===== src/hw/rtl/assert_macros.svh =====
// Assertion helpers for the RTL files.
`ifndef ASSERT_MACROS_SVH
`define ASSERT_MACROS_SVH

// Same-cycle implication.
`define CHECK_IMPLY(label, clk, rst, ante, cons, msg) \
   label: assert property (@(posedge clk) disable iff (rst) (ante) |-> (cons)) \
      else $error(msg);

// Next-cycle implication.
`define CHECK_NEXT(label, clk, rst, ante, cons, msg) \
   label: assert property (@(posedge clk) disable iff (rst) (ante) |=> (cons)) \
      else $error(msg);

`endif


===== src/hw/rtl/uhrm_pkg.sv =====
package uhrm_pkg;

   localparam int TAG_W    = 3;
   localparam int OP_W     = 2;
   localparam int STATUS_W = 3;

   typedef logic [TAG_W-1:0] tag_type;

   typedef enum logic [OP_W-1:0] {
      OP_ADD  = 2'd0,
      OP_UNDO = 2'd1,
      OP_REDO = 2'd2
   } op_type;

   typedef enum logic [STATUS_W-1:0] {
      ST_ADDED        = 3'd0,
      ST_ADDED_EVICT  = 3'd1,
      ST_UNDO_SLOT    = 3'd2,
      ST_UNDO_BASE    = 3'd3,
      ST_UNDO_REFUSED = 3'd4,
      ST_REDO         = 3'd5,
      ST_REDO_REFUSED = 3'd6
   } status_type;

   typedef enum logic [2:0] {
      S_IDLE,
      S_EVICT,
      S_UNDO_TAG,
      S_UNDO_SEARCH,
      S_REDO
   } state_type;

endpackage


===== src/hw/rtl/uhrm_ram.sv =====
module uhrm_ram #(
   parameter int WIDTH = 3,
   parameter int DEPTH = 20,
   localparam int ADDR_W = $clog2(DEPTH)
) (
   input  logic              clock,
   input  logic              wr_en,
   input  logic [ADDR_W-1:0] wr_addr,
   input  logic [WIDTH-1:0]  wr_data,
   input  logic [ADDR_W-1:0] rd_addr,
   output logic [WIDTH-1:0]  rd_data
);

   logic [WIDTH-1:0] mem_ff [DEPTH];
   logic [WIDTH-1:0] rd_data_ff;

   always_ff @(posedge clock) begin
      if (wr_en) begin
         mem_ff[wr_addr] <= wr_data;
      end
      rd_data_ff <= mem_ff[rd_addr];
   end

   assign rd_data = rd_data_ff;

endmodule


===== src/hw/rtl/undo_history_ring_manager_core.sv =====
// Undo/redo history ring manager. A request is taken when start is high and busy is low;
// each request (except the unused operation code, which is dropped) yields one response,
// shown for exactly one cycle with rsp_strobe high; the receiver cannot stall it. Add and
// redo are answered from S_IDLE, S_EVICT or S_REDO; an undo is answered from S_IDLE,
// S_UNDO_TAG or S_UNDO_SEARCH: the undo search reads one slot tag per cycle from the tag
// memory. busy is high while a request is in progress; tags read as zero until first written.
`include "assert_macros.svh"

module undo_history_ring_manager_core #(
   parameter int RING_DEPTH  = 20,
   parameter int LAYER_COUNT = 8,
   localparam int SLOT_W = $clog2(RING_DEPTH)
) (
   input  logic                           clock,
   input  logic                           reset,
   input  logic                           start,
   output logic                           busy,
   input  logic [uhrm_pkg::OP_W-1:0]      req_operation,
   input  logic [uhrm_pkg::TAG_W-1:0]     req_layer_index,
   output logic                           rsp_strobe,
   output logic [uhrm_pkg::STATUS_W-1:0]  rsp_status,
   output logic [uhrm_pkg::TAG_W-1:0]     rsp_target_layer,
   output logic [SLOT_W-1:0]              rsp_source_slot,
   output logic [SLOT_W-1:0]              rsp_evict_slot,
   output logic [uhrm_pkg::TAG_W-1:0]     rsp_evict_layer
);

   import uhrm_pkg::*;

   localparam int LAYER_VALUES = 2 ** TAG_W;

   function automatic logic [SLOT_W-1:0] ring_inc(input logic [SLOT_W-1:0] p);
      ring_inc = (p == SLOT_W'(RING_DEPTH - 1)) ? '0 : p + 1'b1;
   endfunction

   function automatic logic [SLOT_W-1:0] ring_dec(input logic [SLOT_W-1:0] p);
      ring_dec = (p == '0) ? SLOT_W'(RING_DEPTH - 1) : p - 1'b1;
   endfunction

   state_type              state_ff, state_in;
   logic [SLOT_W-1:0]      next_ff, next_in;
   logic [SLOT_W-1:0]      oldest_ff, oldest_in;
   logic [SLOT_W-1:0]      cur_ff, cur_in;
   tag_type                layer_ff, layer_in;
   tag_type                tag_ff, tag_in;
   logic [RING_DEPTH-1:0]  valid_ff, valid_in;
   logic                   rd_valid_ff, rd_valid_in;

   logic                   rsp_strobe_ff, rsp_strobe_in;
   status_type             rsp_status_ff, rsp_status_in;
   tag_type                rsp_target_ff, rsp_target_in;
   logic [SLOT_W-1:0]      rsp_source_ff, rsp_source_in;
   logic [SLOT_W-1:0]      rsp_evict_slot_ff, rsp_evict_slot_in;
   tag_type                rsp_evict_layer_ff, rsp_evict_layer_in;

   logic                   wr_en;
   logic [SLOT_W-1:0]      wr_addr;
   tag_type                wr_data;
   logic [SLOT_W-1:0]      rd_addr;
   tag_type                rd_data;
   tag_type                rd_tag;

   tag_type                layer_tbl [LAYER_VALUES];
   tag_type                layer_mod;
   logic [SLOT_W-1:0]      next_inc;
   logic [SLOT_W-1:0]      next_dec;
   logic [SLOT_W-1:0]      cur_dec;

   for (genvar v = 0; v < LAYER_VALUES; v++) begin : g_layer_tbl
      assign layer_tbl[v] = TAG_W'(v % LAYER_COUNT);
   end

   assign layer_mod   = layer_tbl[req_layer_index];
   assign next_inc    = ring_inc(next_ff);
   assign next_dec    = ring_dec(next_ff);
   assign cur_dec     = ring_dec(cur_ff);
   assign rd_tag      = rd_valid_ff ? rd_data : '0;
   assign rd_valid_in = valid_ff[rd_addr];
   assign busy        = (state_ff != S_IDLE);

   uhrm_ram #(
      .WIDTH (TAG_W),
      .DEPTH (RING_DEPTH)
   ) u_tag_ram (
      .clock   (clock),
      .wr_en   (wr_en),
      .wr_addr (wr_addr),
      .wr_data (wr_data),
      .rd_addr (rd_addr),
      .rd_data (rd_data)
   );

   always_ff @(posedge clock) begin
      if (reset) begin
         state_ff      <= S_IDLE;
         next_ff       <= '0;
         oldest_ff     <= '0;
         valid_ff      <= '0;
         rsp_strobe_ff <= 1'b0;
      end else begin
         state_ff      <= state_in;
         next_ff       <= next_in;
         oldest_ff     <= oldest_in;
         valid_ff      <= valid_in;
         rsp_strobe_ff <= rsp_strobe_in;
      end
   end

   always_ff @(posedge clock) begin
      cur_ff             <= cur_in;
      layer_ff           <= layer_in;
      tag_ff             <= tag_in;
      rd_valid_ff        <= rd_valid_in;
      rsp_status_ff      <= rsp_status_in;
      rsp_target_ff      <= rsp_target_in;
      rsp_source_ff      <= rsp_source_in;
      rsp_evict_slot_ff  <= rsp_evict_slot_in;
      rsp_evict_layer_ff <= rsp_evict_layer_in;
   end

   always_comb begin
      state_in           = state_ff;
      next_in            = next_ff;
      oldest_in          = oldest_ff;
      cur_in             = cur_ff;
      layer_in           = layer_ff;
      tag_in             = tag_ff;
      valid_in           = valid_ff;
      wr_en              = 1'b0;
      wr_addr            = next_ff;
      wr_data            = layer_mod;
      rd_addr            = cur_ff;
      rsp_strobe_in      = 1'b0;
      rsp_status_in      = ST_ADDED;
      rsp_target_in      = '0;
      rsp_source_in      = '0;
      rsp_evict_slot_in  = '0;
      rsp_evict_layer_in = '0;

      case (state_ff)
         S_IDLE: begin
            if (start) begin
               case (op_type'(req_operation))
                  OP_ADD: begin
                     wr_en             = 1'b1;
                     valid_in[next_ff] = 1'b1;
                     layer_in          = layer_mod;
                     cur_in            = next_ff;
                     next_in           = next_inc;
                     if (next_inc == oldest_ff) begin
                        oldest_in = ring_inc(oldest_ff);
                        rd_addr   = next_inc;
                        state_in  = S_EVICT;
                     end else begin
                        rsp_strobe_in = 1'b1;
                        rsp_status_in = ST_ADDED;
                        rsp_target_in = layer_mod;
                        rsp_source_in = next_ff;
                     end
                  end
                  OP_UNDO: begin
                     if (next_ff == oldest_ff) begin
                        rsp_strobe_in = 1'b1;
                        rsp_status_in = ST_UNDO_REFUSED;
                     end else begin
                        next_in  = next_dec;
                        rd_addr  = next_dec;
                        state_in = S_UNDO_TAG;
                     end
                  end
                  OP_REDO: begin
                     if (next_inc == oldest_ff) begin
                        rsp_strobe_in = 1'b1;
                        rsp_status_in = ST_REDO_REFUSED;
                     end else begin
                        rd_addr  = next_ff;
                        cur_in   = next_ff;
                        next_in  = next_inc;
                        state_in = S_REDO;
                     end
                  end
                  default: begin
                  end
               endcase
            end
         end
         S_EVICT: begin
            rsp_strobe_in      = 1'b1;
            rsp_status_in      = ST_ADDED_EVICT;
            rsp_target_in      = layer_ff;
            rsp_source_in      = cur_ff;
            rsp_evict_slot_in  = next_ff;
            rsp_evict_layer_in = rd_tag;
            state_in           = S_IDLE;
         end
         S_UNDO_TAG: begin
            tag_in = rd_tag;
            if (next_ff == oldest_ff || next_dec == oldest_ff) begin
               rsp_strobe_in = 1'b1;
               rsp_status_in = ST_UNDO_BASE;
               rsp_target_in = rd_tag;
               state_in      = S_IDLE;
            end else begin
               rd_addr  = next_dec;
               cur_in   = next_dec;
               state_in = S_UNDO_SEARCH;
            end
         end
         S_UNDO_SEARCH: begin
            if (rd_tag == tag_ff) begin
               rsp_strobe_in = 1'b1;
               rsp_status_in = ST_UNDO_SLOT;
               rsp_target_in = tag_ff;
               rsp_source_in = cur_ff;
               state_in      = S_IDLE;
            end else if (cur_dec == oldest_ff) begin
               rsp_strobe_in = 1'b1;
               rsp_status_in = ST_UNDO_BASE;
               rsp_target_in = tag_ff;
               state_in      = S_IDLE;
            end else begin
               rd_addr = cur_dec;
               cur_in  = cur_dec;
            end
         end
         S_REDO: begin
            rsp_strobe_in = 1'b1;
            rsp_status_in = ST_REDO;
            rsp_target_in = rd_tag;
            rsp_source_in = cur_ff;
            state_in      = S_IDLE;
         end
         default: begin
            state_in = S_IDLE;
         end
      endcase
   end

   assign rsp_strobe       = rsp_strobe_ff;
   assign rsp_status       = rsp_status_ff;
   assign rsp_target_layer = rsp_target_ff;
   assign rsp_source_slot  = rsp_source_ff;
   assign rsp_evict_slot   = rsp_evict_slot_ff;
   assign rsp_evict_layer  = rsp_evict_layer_ff;

   `CHECK_IMPLY(a_evict_fields_zero, clock, reset,
      rsp_strobe_ff && rsp_status_ff != ST_ADDED_EVICT,
      rsp_evict_slot_ff == '0 && rsp_evict_layer_ff == '0,
      "evict fields set without eviction")
   `CHECK_NEXT(a_request_progress, clock, reset,
      start && !busy && (req_operation == OP_ADD || req_operation == OP_UNDO ||
                         req_operation == OP_REDO),
      busy || rsp_strobe, "request neither in progress nor answered")
   `CHECK_IMPLY(a_search_not_oldest, clock, reset, state_ff == S_UNDO_SEARCH,
      cur_ff != oldest_ff, "undo search reached oldest slot")
   `CHECK_IMPLY(a_pointers_in_ring, clock, reset, 1'b1,
      next_ff <= SLOT_W'(RING_DEPTH - 1) && oldest_ff <= SLOT_W'(RING_DEPTH - 1),
      "ring pointer out of range")

endmodule


===== config.mk =====
export PLATFORM = sky130hd
export DESIGN_NAME = undo_history_ring_manager_core
export DESIGN_NICKNAME = d
export VERILOG_FILES = /design/src/hw/rtl/uhrm_pkg.sv /design/src/hw/rtl/uhrm_ram.sv /design/src/hw/rtl/undo_history_ring_manager_core.sv
export VERILOG_INCLUDE_DIRS = /design/src /design/src/hw/rtl
export SDC_FILE = /design/constraint.sdc
export NUM_CORES = 1
export LEC_CHECK = 0
export BUFFER_PORTS_ARGS = -buffer_cell sky130_fd_sc_hd__buf_2
export CORE_MARGIN = 10
export CORE_UTILIZATION = 62
export DETAILED_ROUTE_END_ITERATION = 8
export GPL_TIMING_DRIVEN = 0
export PLACE_DENSITY = 0.8
export SLEW_MARGIN = 25
export SYNTH_ARGS = -nofsm -noshare
export SYNTH_HDL_FRONTEND = slang
export SYNTH_HIERARCHICAL = 1
export SYNTH_SLANG_ARGS = --single-unit

===== constraint.sdc =====
create_clock -name clock -period 6.04 [get_ports clock]
set_clock_uncertainty 0.1 [all_clocks]
set_input_delay 0.604 -clock clock [delete_from_list [all_inputs] [get_ports clock]]
set_output_delay 0.604 -clock clock [all_outputs]
set_load 0.02 [all_outputs]

---- Yosys cells after proc, flatten, opt, wreduce, memory -nomap -nowiden ----
Memories as Yosys holds them, arrays and structs flattened. A register that Yosys moved wholly into a read port is not among the register bits.
Cells that the tools add are included.
Widths: inputs -> output; s select.
operators by class
  add/sub/neg operators ................... 4
  multipliers ............................. 0
  div/mod/pow operators ................... 0
  $lt $le $gt $ge ......................... 4
  equal/unequal tests ..................... 22
  shift-type cells ........................ 0
  multiplexer cells ....................... 69
  bitwise operators ....................... 2
  reductions and logical operators ........ 15
operator list
  cell                 number
  $mux 5               18
  $pmux 5 s3           5
  $mux 3               18
  $pmux 3 s5           2
  $eq 5x5->1           4
  $or 20x20->20        1
  $pmux 3 s3           2
  $mux 1               14
  $lt 5x6->1 const B   2
  $ne 3x3->1 const B   4
  $add 5x1->5 const B  2
  $eq 5x5->1 const B   2
  $logic_not 5->1      2
  $pmux 5 s2           1
  $sub 5x1->5 const B  2
  $reduce_bool 3->1    3
  $mux 2               4
  $eq 3x2->1 const B   2
  $ne 2x2->1 const B   3
  $pmux 3 s2           1
  $reduce_and 3->1     2
  $reduce_and 6->1     1
  $bmux 1 s5           1
  $demux 1 s5          1
  other kinds (19)     19
storage, ports and cells
  bits in registers ....................... 65
  bits in latches ......................... 0
  memory bits (writable) .................. 60
  ROM bits ................................ 24
  bits of input ports ..................... 8
  output and inout bits ................... 21
  logic and storage cells ................. 132
  memories kept ........................... 2
memories
  name              depth  width  rd ports  clocked after Yosys merged registers in  wr ports  line                                  text
  u_tag_ram.mem_ff  20     3      1         1                                        1         uhrm_ram.sv:14                        logic [WIDTH-1:0] mem_ff [DEPTH];
  (name not given)  8      3      1         0                                        0         undo_history_ring_manager_core.sv:73  assign layer_mod = layer_tbl[req_layer_index];

---- Longest topological paths before layout ----
  word-level depth ........................ 9
  gate-level depth with buffers ........... 20
  depth with buffers taken out ............ 15

---- Modules after synthesis ----
Netlist, hierarchy kept.
modules (own cells, without submodules)
  module                          times used  cells an instance  area an instance (um^2)  sequential area each (um^2)
  undo_history_ring_manager_core  1           491                4068.9                   1411.4
  uhrm_ram                        1           133                2544.9                   1861.8

---- Worst setup path before layout ----
Ideal clock, no wire load.
  kind .................................... register to register
  start ................................... register next_ff[0]
  end ..................................... register u_tag_ram.rd_data_ff[1] (netlist: u_tag_ram/rd_data[1]) (read register of u_tag_ram.mem_ff)
  setup time .............................. 0.121 ns
  arrival ................................. 4.252 ns
  required time ........................... 5.819 ns
  setup slack ............................. 1.567 ns
  cell stages (with the launch flop) ...... 19
  buffers on the path ..................... 4
  clock period less this slack ............ 4.473 ns
  cell sequence ........................... dfxtp_1 > clkbuf_1 > inv_1 > ha_1 > xor2_1 > nand2b_1 > a2111oi_4 > mux2i_1 > o211a_1 > or3b_1 > and2_4 > buf_6 > inv_1 > buf_6 > buf_12 > mux4_2 > o22ai_1 > o22ai_1 > mux2_2
between the ends
  longest elaborated chain between the ends .. 7
  elaborated cells between the ends (all ways) .. 17
  those cells by class .................... add/sub (2); eq/ne (4); mux (9); reduce/logical (2)
ends and longest elaborated chain
  element                                    line                                                                          text
  from (decl)                                undo_history_ring_manager_core.sv:41                                          logic [SLOT_W-1:0] next_ff, next_in;
  from (signal assigned)                     undo_history_ring_manager_core.sv:102                                         next_ff <= next_in;
  $add 5x1->5 or $eq 5x5->1 (tied branches)  undo_history_ring_manager_core.sv:33                                          ring_inc = (p == SLOT_W'(RING_DEPTH - 1)) ? '0 : p + 1'b1;
  $mux 5                                     undo_history_ring_manager_core.sv:33
  $eq 5x5->1                                 undo_history_ring_manager_core.sv:150, undo_history_ring_manager_core.sv:172
  $mux 5, on equally long branches           undo_history_ring_manager_core.sv:172, undo_history_ring_manager_core.sv:150
  $pmux 5 s3                                 undo_history_ring_manager_core.sv:143                                         case (op_type'(req_operation))
  $mux 5                                     undo_history_ring_manager_core.sv:142                                         if (start) begin
  $pmux 5 s3 (*)                             undo_history_ring_manager_core.sv:140                                         case (state_ff)
  via rd_addr[0]                             undo_history_ring_manager_core.sv:59                                          logic [SLOT_W-1:0] rd_addr;
  to (decl)                                  uhrm_ram.sv:15                                                                logic [WIDTH-1:0] rd_data_ff;
Mark *: on every way through the listed nets, which the timed path passes. The rest lies on a longest branch.
A chain may end at the register's enable or synchronous reset.

---- Worst setup path after layout ----
Ends and elaborated chain as after synthesis.

==> impl_metrics.env <==
export IMPL_grt_usage_pct=23.5
export IMPL_antenna_found_initial=1
export IMPL_ant_nets=0
export IMPL_vias_per_cell=6.49
export IMPL_grt_pass1_vias=5109
export IMPL_synth_edff_count=71
export IMPL_clkLatencyLatePin_ps=540
export IMPL_period_minus_slack_ps=5590
export IMPL_drt_iter0_markers=716
export IMPL_reg2regPathDepth=20
export IMPL_synth_top_area_share_pct=32.2
export IMPL_synth_avg_cell_area_um2=10.6
export IMPL_place_ws_ps=402
export IMPL_worst_setup_path_end_kind="register"
export IMPL_ys_seq_area_share_pct=49.5
export IMPL_fp_dieArea_um2=15200
export IMPL_syn_to_final_growth_pct=13.9
export IMPL_arrival_ps=5920
export IMPL_setup_violations=0
export IMPL_place_area_um2=6920
export IMPL_drive_above_1_share_pct=14.3
export IMPL_worst_pin_slew_ps=834
export IMPL_final_cell_mix="nor2_1, edfxtp_1, dfxtp_1"
export IMPL_fin_area_um2=7540
export IMPL_multi_input_area_um2=3040
export IMPL_htreeDepth=4
export IMPL_routabilityCongestion=0.995
export IMPL_row_count=37
export IMPL_synth_async_reset_ratio_pct=0
export IMPL_clkSinkCount=128
export IMPL_worstHoldStart="reset"
export IMPL_slew_headroom_pct=44.3
export IMPL_whs_endpoint="next_ff[0]$_SDFFE_PP0P_"
export IMPL_start_kind="register"
export IMPL_cts_max_path_buffers=2
export IMPL_fin_ws_ps=451
export IMPL_status="finished clean"
export IMPL_path_cells="clkbuf_2 -> inv_1 -> ha_1 -> clkbuf_1 -> nand2b_1 -> o211a_1 -> o32ai_1 -> a41o_1 -> nor3_1 -> a22o_1 -> a211oi_1 -> and2_4 -> buf_6 -> inv_1 -> buf_6 -> buf_12 -> mux4_2 -> o22ai_1 -> o22ai_1 -> mux2_2"
export IMPL_powerDensity_nw_per_um2=339
export IMPL_final_common_cell="nor2_1"
export IMPL_whs_path_depth=2
export IMPL_fmax_mhz=179
export IMPL_cts_hold_fix_buffers=0
export IMPL_num_vias=5323
export IMPL_pin_count=29
export IMPL_cts_clk_slew_worst_paths_ps=60
export IMPL_regArea_um2=3270
export IMPL_synth_flop_cell="edfxtp_1"
export IMPL_core_area_um2=10400
export IMPL_synth_area_top_cells="edfxtp_1, dfxtp_1, nor2_1"
export IMPL_dp_hpwl_um=12300
export IMPL_yosys_warnings=6
export IMPL_drt_first_pass_iters=6
export IMPL_crit_type="register to register"
export IMPL_cp_slowest_stage_delay_ps=550
export IMPL_detail_route_wl_per_cell_um=21.3
export IMPL_min_path_type="input pin to register"
export IMPL_synth_seq_cells=128
export IMPL_grt_pass1_wl_um=27200
export IMPL_cts_tree="yes"
export IMPL_hold_viol_final=0
export IMPL_ir_drop_uv=217
export IMPL_crit_slowest_cell="a211oi_1"
export IMPL_cts_root_buf="clkbuf_8"
export IMPL_fin_nets=691
export IMPL_layout_worst_path_cycle_share_pct=92.5
export IMPL_tns_ps=0
export IMPL_r2r_start="next_ff[0]$_SDFFE_PP0P_"
export IMPL_numCtsBuffers=17
export IMPL_initial_core_util_pct=63.8
export IMPL_syn_area_um2=6610
export IMPL_grt_max_degree=23
export IMPL_die_width_um=123
export IMPL_grt_overflow_total=0
export IMPL_r2r_end="u_tag_ram/rd_data[1]$_DFF_P_"
export IMPL_postSynthNetCount=644
export IMPL_fill_cells=730
export IMPL_die_h_um=123
export IMPL_slew_viol_final=0
export IMPL_syn_inst=624
export IMPL_reg2reg_slack_ps=450
export IMPL_yosys_cell_types_count=69
export IMPL_p_leak_nw=2.85
export IMPL_port_buffers=28
export IMPL_crit_required_ps=6370
export IMPL_yosysTopAreaCell="edfxtp_1"
export IMPL_diodes=0
export IMPL_path_max_fanout=10
export IMPL_drc_errors=0
export IMPL_routed_wl_um=17500
export IMPL_maxCapViolations=0
export IMPL_rsz0062_at_grt="no"
-- power breakdown --
group	switching, W	total (W)	internal [W]
registers	0.0000247	0.000980	0.000955
clock network	0.000386	0.00105	0.000668
logic	0.000309	0.000520	0.000210
-- final cells by class --
class                           count  share of cell area (%)
Buffer                             48                    3.04
Clock buffer                       21                    6.11
Clock inverter                     11                    1.99
Inverter                           20                   0.996
Multi-Input combinational cell    428                    40.3
Sequential cell                   128                    43.4
Tap cell                          136                    2.26
Timing Repair Buffer               28                    1.86
-- critical path: cells and delay by family (launching register included) --
kind | cells | cell delay (ps)
AO/OA/AOI/OAI | 7 | 1930
buffers and inverters | 7 | 1280
flip-flops | 1 | 510
adder cells (fa/ha/maj) | 1 | 260
AND/OR/NAND/NOR | 3 | 690
multiplexers | 2 | 690
-- synthesized netlist by cell type (5+ instances only) --
cell      instances
xor2_1            8
mux4_2            5
nor3_1           20
nor2b_1          11
mux4_1            8
dfxtp_1          57
o21ai_0          25
buf_2            10
a221o_1           6
and3_1           10
a22o_1           11
nand2_1          28
a211oi_1          9
a31oi_1          24
or3_1             5
a21oi_1          32
inv_1            20
edfxtp_1         71
xnor2_1          12
nor2_1           72
nand2b_1         15
mux2_2           11
ha_1             12
mux2i_1          18
and2_1            5
nand3_1           6
clkbuf_1         32
nand3b_1          6
a211o_1           5
-- worst max path at each step --
stage	start	to	slack (ps)	cells after the start
6_report	next_ff[0]$_SDFFE_PP0P_	u_tag_ram/rd_data[1]$_DFF_P_	450	20
5_1_grt	next_ff[0]$_SDFFE_PP0P_	u_tag_ram/rd_data[1]$_DFF_P_	270	20
4_1_cts	next_ff[0]$_SDFFE_PP0P_	u_tag_ram/rd_data[1]$_DFF_P_	360	20
3_5_place_dp	next_ff[0]$_SDFFE_PP0P_	u_tag_ram/rd_data[1]$_DFF_P_	400	20
3_3_place_gp	next_ff[0]$_SDFFE_PP0P_	u_tag_ram/rd_data[1]$_DFF_P_	430	20
2_1_floorplan	next_ff[0]$_SDFFE_PP0P_	u_tag_ram/rd_data[1]$_DFF_P_	1570	18
-- cell families after synthesis --
group | Yosys count | synth area share (%)
DFF | 128 | 49.5
buffers and inverters | 68 | 4.58
adders and majority gates | 12 | 2.27
xor gates and xnor gates | 20 | 2.65
muxes | 42 | 9.48
AOI/OAI and AO/OA | 155 | 16.3
and+or+nand+nor | 199 | 15.2
-- sequential cells by signal, summed over array words and instances, names as in the netlist --
name               flops
next_ff                5
oldest_ff              5
rsp_strobe             1
layer_ff               3
tag_ff                 3
rsp_evict_layer        3
rsp_target_layer       3
state_ff               3
u_tag_ram/rd_data      3
valid_ff              20
rsp_evict_slot         5
u_tag_ram/mem_ff      60
rd_valid_ff            1
rsp_status             3
rsp_source_slot        5
cur_ff                 5
-- timing repair --
item	CTS	global route
buffers inserted	0	0
gates resized for setup	0	2
setup endpoints to repair	0	1
-- through the flow --
stage / hold slack (ps) / power [W] / utilization [%] / cells
CTS: 211 / 0.00255 / 72.7 / 820
floorplan: 331 / 0.00137 / - / 624
global route: 238 / 0.00263 / 72.7 / 820
finish: 242 / 0.00255 / 72.7 / 820
global placement: 343 / 0.00149 / 66.8 / 788
detailed placement: 356 / 0.00150 / 66.8 / 788
-- metal layers --
layer / wire length [um] / vias to the layer above / global-route usage [%]
li1: - / 2426 / -
met5: 13 / - / 0
met4: 633 / 2 / 11.0
met3: 1360 / 56 / 5.65
met2: 8300 / 264 / 37.7
met1: 7160 / 2575 / 29.5
Note: power is estimated with default switching activity, not from simulation.
